<file path="src/rtl/srrip_pkg.sv">
`timescale 1ns / 1ps

package srrip_pkg;

   localparam int WAYS  = 16;
   localparam int SETS  = 1024;
   localparam int SET_W = (SETS > 1) ? $clog2(SETS) : 1;
   localparam int ROW_W = 2 * WAYS;

   localparam logic [1:0] RRPV_MAX    = 2'd3;
   localparam logic [1:0] RRPV_INSERT = 2'd2;
   localparam logic [1:0] RRPV_HIT    = 2'd0;

   localparam logic [1:0] CMD_HIT   = 2'd0;
   localparam logic [1:0] CMD_FILL  = 2'd1;
   localparam logic [1:0] CMD_QUERY = 2'd2;
   localparam logic [1:0] CMD_NOP   = 2'd3;

   typedef logic [ROW_W-1:0] row_type;
   typedef logic [SET_W-1:0] addr_type;

   localparam row_type CLEAR_ROW = {WAYS{RRPV_MAX}};

   typedef struct packed {
      logic [1:0] cmd;
      logic [9:0] set_index;
      logic [3:0] way;
   } req_type;

   typedef struct packed {
      logic [3:0] victim_way;
      logic       victim_valid;
   } rsp_type;

   typedef struct packed {
      logic       wr_en;
      logic [3:0] victim_way;
      logic       victim_valid;
   } upd_ctl_type;

endpackage

</file>
<file path="src/rtl/srrip_row_update.sv">
`timescale 1ns / 1ps

module srrip_row_update
   import srrip_pkg::*;
(
   input  req_type     req,
   input  row_type     row_cur,
   output row_type     row_new,
   output upd_ctl_type ctl
);

   logic       set_ok;
   logic       way_ok;
   logic [1:0] top;
   logic [1:0] lift;
   logic [1:0] val;
   logic       has3;
   logic       has2;
   logic       has1;
   logic [4:0] victim;

   assign set_ok = 32'(req.set_index) < 32'(SETS);
   assign way_ok = 32'(req.way) < 32'(WAYS);

   // largest value in the row and the lift that brings it to the maximum
   always_comb begin
      has3 = 1'b0;
      has2 = 1'b0;
      has1 = 1'b0;
      for (int w = 0; w < WAYS; w++) begin
         val  = row_cur[2*w +: 2];
         has3 = has3 | (val == 2'd3);
         has2 = has2 | (val == 2'd2);
         has1 = has1 | (val == 2'd1);
      end
      if (has3) begin
         top = 2'd3;
      end else if (has2) begin
         top = 2'd2;
      end else if (has1) begin
         top = 2'd1;
      end else begin
         top = 2'd0;
      end
      lift = RRPV_MAX - top;
   end

   // lowest way that holds the largest value becomes the victim
   always_comb begin
      victim = '0;
      for (int w = WAYS - 1; w >= 0; w--) begin
         if (row_cur[2*w +: 2] == top) begin
            victim = 5'(w);
         end
      end
   end

   always_comb begin
      row_new = row_cur;
      ctl     = '0;
      case (req.cmd)
         CMD_HIT: begin
            ctl.wr_en = set_ok && way_ok;
            for (int w = 0; w < WAYS; w++) begin
               if (5'(w) == {1'b0, req.way}) begin
                  row_new[2*w +: 2] = RRPV_HIT;
               end
            end
         end
         CMD_FILL: begin
            ctl.wr_en = set_ok && way_ok;
            for (int w = 0; w < WAYS; w++) begin
               if (5'(w) == {1'b0, req.way}) begin
                  row_new[2*w +: 2] = RRPV_INSERT;
               end
            end
         end
         CMD_QUERY: begin
            ctl.wr_en        = set_ok;
            ctl.victim_valid = 1'b1;
            ctl.victim_way   = set_ok ? victim[3:0] : 4'd0;
            for (int w = 0; w < WAYS; w++) begin
               row_new[2*w +: 2] = row_cur[2*w +: 2] + lift;
            end
         end
         default: begin
            ctl = '0;
         end
      endcase
   end

endmodule

</file>
<file path="config.mk">
export PLATFORM = sky130hd
export DESIGN_NAME = srrip_row_update
export DESIGN_NICKNAME = d
export VERILOG_FILES = /design/src/rtl/srrip_pkg.sv /design/src/rtl/srrip_row_update.sv
export SDC_FILE = /design/constraint.sdc
export NUM_CORES = 1
export LEC_CHECK = 0
export BUFFER_PORTS_ARGS = -buffer_cell sky130_fd_sc_hd__buf_2
export CAP_MARGIN = 20
export CORE_AREA = 2 2 65 67
export DETAILED_ROUTE_END_ITERATION = 7
export DIE_AREA = 0 0 67 69
export PLACE_DENSITY = 0.8
export SKIP_LAST_GASP = 1
export SYNTH_ARGS = -nofsm -noshare
export SYNTH_HDL_FRONTEND = slang
export SYNTH_SLANG_ARGS = --single-unit
export TNS_END_PERCENT = 1
</file>
<file path="constraint.sdc">
create_clock -name vclk -period 8.36
set_input_delay 0.418 -clock vclk [all_inputs]
set_output_delay 0.418 -clock vclk [all_outputs]
set_load 0.02 [all_outputs]
</file>
==> out/metrics.yaml <==
timing:
  slew_headroom_pct: 47.5
  rsz0062_at_grt: "no"
  hold_viol: 0
  fmax_mhz: 255
  tns_ps: 0
  setup_violations: 0
  min_period_over_period_pct: 46.9
  tightestPinTransition_ps: 787
  drv_slew: 0
  fin_crit_ps: 3920
cells_and_area:
  multi_input_area_sq_um: 1720
  fin_util_pct: 57.9
  seq_area_sq_um: 0
  final_nets: 464
  drive_above_1_share_pct: 19.8
  clock_buffers: 0
  area_growth_pct: 19.8
  design.seq.count: 0
  fin_area_sq_um: 2270
  diodes: 0
  fillers: 416
cts:
  postCtsSetupBuffers: 0
  cts_resized: 0
  holdBufCountCts: 0
global_route:
  grt_start_max_net_pins: 51
  grt_pass1_wl_um: 11400
  use_met3_pct: 1.47
  antenna_found_initial: 0
  grt_pass1_vias: 2418
  top_usage_layer: "met2"
  track_usage_pct: 30.0
  grt_use_met2_pct: 49.6
  grtUsageMet1_pct: 42.1
  grt_overflow: 0
worst_setup_path:
  cpPeakStageDelay_ps: 560
  cpMaxStageDelayCell: "a21boi_1"
  crit_type: "primary input to output pin"
  crit_family: "compound AO/OA/AOI/OAI gates"
  cp.arrival_ps: 3500
  cp_max_fo: 10
  cp_cell_sequence: "buf_2 -> a22o_1 -> a221oi_1 -> and4_1 -> a21boi_1 -> buf_4 -> ha_1 -> o21ai_0 -> a221oi_1 -> o211ai_1 -> a31oi_1 -> buf_2"
  crit_path_start_kind: "primary input"
  crit_required_ps: 7940
  path_buf_inv: 3
  end_kind: "output pin"
routing:
  antenna_left: 0
  via_per_inst: 6.36
  finalWirelength_um: 7150
  remaining_drc_errors: 0
  drt-wirelength-per-cell_um: 16.0
  drt_pass1_iterations: 5
  vias: 2851
  drt_iter0_markers: 332
floorplan:
  dieArea_sq_um: 4620
  initial_core_util_pct: 48.4
  die-height_um: 69
  ios: 86
  die_w_um: 67
  core_area_sq_um: 3910
  rows: 23
placement:
  placed_area_sq_um: 2270
  place.gp.congestion: 0.958
  io_buffers: 76
  dp_hpwl_um: 5390
power_and_ir_drop:
  p_leak_nw: 1.10
  power_density_nw_per_um2: 56.1
  max-vdd-ir-drop_uv: 29.0
  power_uw: 127
  switchingPower_uw: 82.5
  internal_power_uw: 44.6
  comb_power_share_pct: 100.0
  sw_frac_of_total_pct: 64.9
  pwr-share-clk_pct: 0
  seqPwrFrac_pct: 0
yosys:
  netlist_instances: 337
  syn_nets: 401
  synth_top_area_cell: "o21ai_0"
  syn-cell-area_sq_um: 1890
  ys_warn_count: 0
  synth_cell_types: 40
  ys_seq_area_share_pct: 0
  synthTopCellsByArea: "o21ai_0 (15%), ha_1 (11%), nor2_1 (9.7%), a21oi_1 (7.7%), nand2_1 (7.1%)"
  synth_most_common_cell: "o21ai_0"
  synth_top_area_share_pct: 14.5
  synth_common_cells: "o21ai_0 (55), nor2_1 (49), nand2_1 (36)"
  syn_area_per_cell_sq_um: 5.62
worst_hold_path:
  min_path_type: "primary input to output pin"
  min_from: "row_cur[30]"
  min_to: "row_new[30]"
  hold_depth: 4
outcome:
  outcome: "finished, final reports clean"
flow_run:
  cap_violations: 0
## power groups by stage
stage               clock network [mW]  registers, mW  logic (mW)
floorplan                            0              0      0.0771
global placement                     0              0       0.122
detailed placement                   0              0       0.124
CTS                                  0              0       0.125
global route                         0              0       0.138
finish                               0              0       0.127
## worst max path at each step
| stage | from | to | slack, ps | cells after the start |
|---|---|---|---|---|
| final | row_cur[5] | ctl[2] | 4440 | 12 |
| after floorplan | row_cur[4] | ctl[4] | 4400 | 9 |
| after global routing | row_cur[1] | ctl[2] | 4320 | 12 |
| after global placement | row_cur[5] | ctl[2] | 4560 | 12 |
| after CTS | row_cur[4] | ctl[4] | 4560 | 12 |
| after detailed placement | row_cur[4] | ctl[4] | 4580 | 12 |
## per-layer routing
metal  share of wire (%)  vias up
met3                  11       19
met2                  46      204
li1                    -     1364
met5                   0        -
met1                  41     1264
met4                 2.3        0
## placed cells by master, fill, tap and decap left out, types with 12 or more instances in the layout
master    netlist  layout
o211ai_1       14      14
nand2_1        36      36
a21oi_1        29      29
buf_2           1      76
o21ai_0        55      55
nor2_1         49      49
nand2b_1       12      12
inv_1          22      22
ha_1           16      16
nor2b_1        17      17
## layout make-up
| class | count | area share, % |
|---|---|---|
| timing repair buffer | 78 | 17.4 |
| inverter | 23 | 3.81 |
| tap | 50 | 2.76 |
| multi-input combinational | 297 | 76.0 |
## cell families after synthesis
group | Yosys count | synth area share [%]
and+or+nand+nor | 138 | 34.8
buffers and inverters | 40 | 8.99
AOI/OAI and AO/OA | 143 | 45.7
adders and majority gates | 16 | 10.6
## stage by stage
stage | cells | hold WS (ps) | worst slack [ps]
floorplan | 337 | 1020 | 4400
detailed placement | 448 | 1230 | 4580
global route | 448 | 1260 | 4320
finish | 448 | 1230 | 4440
CTS | 448 | 1240 | 4560
global placement | 448 | 1230 | 4560
## tightest hold or removal path: cells and delay by family
kind / cells / cell delay, ps
AOI/OAI and AO/OA: 1 / 70
buffers and inverters: 2 / 280
and+or+nand+nor: 1 / 50
Power figures use the tool's default switching activity.
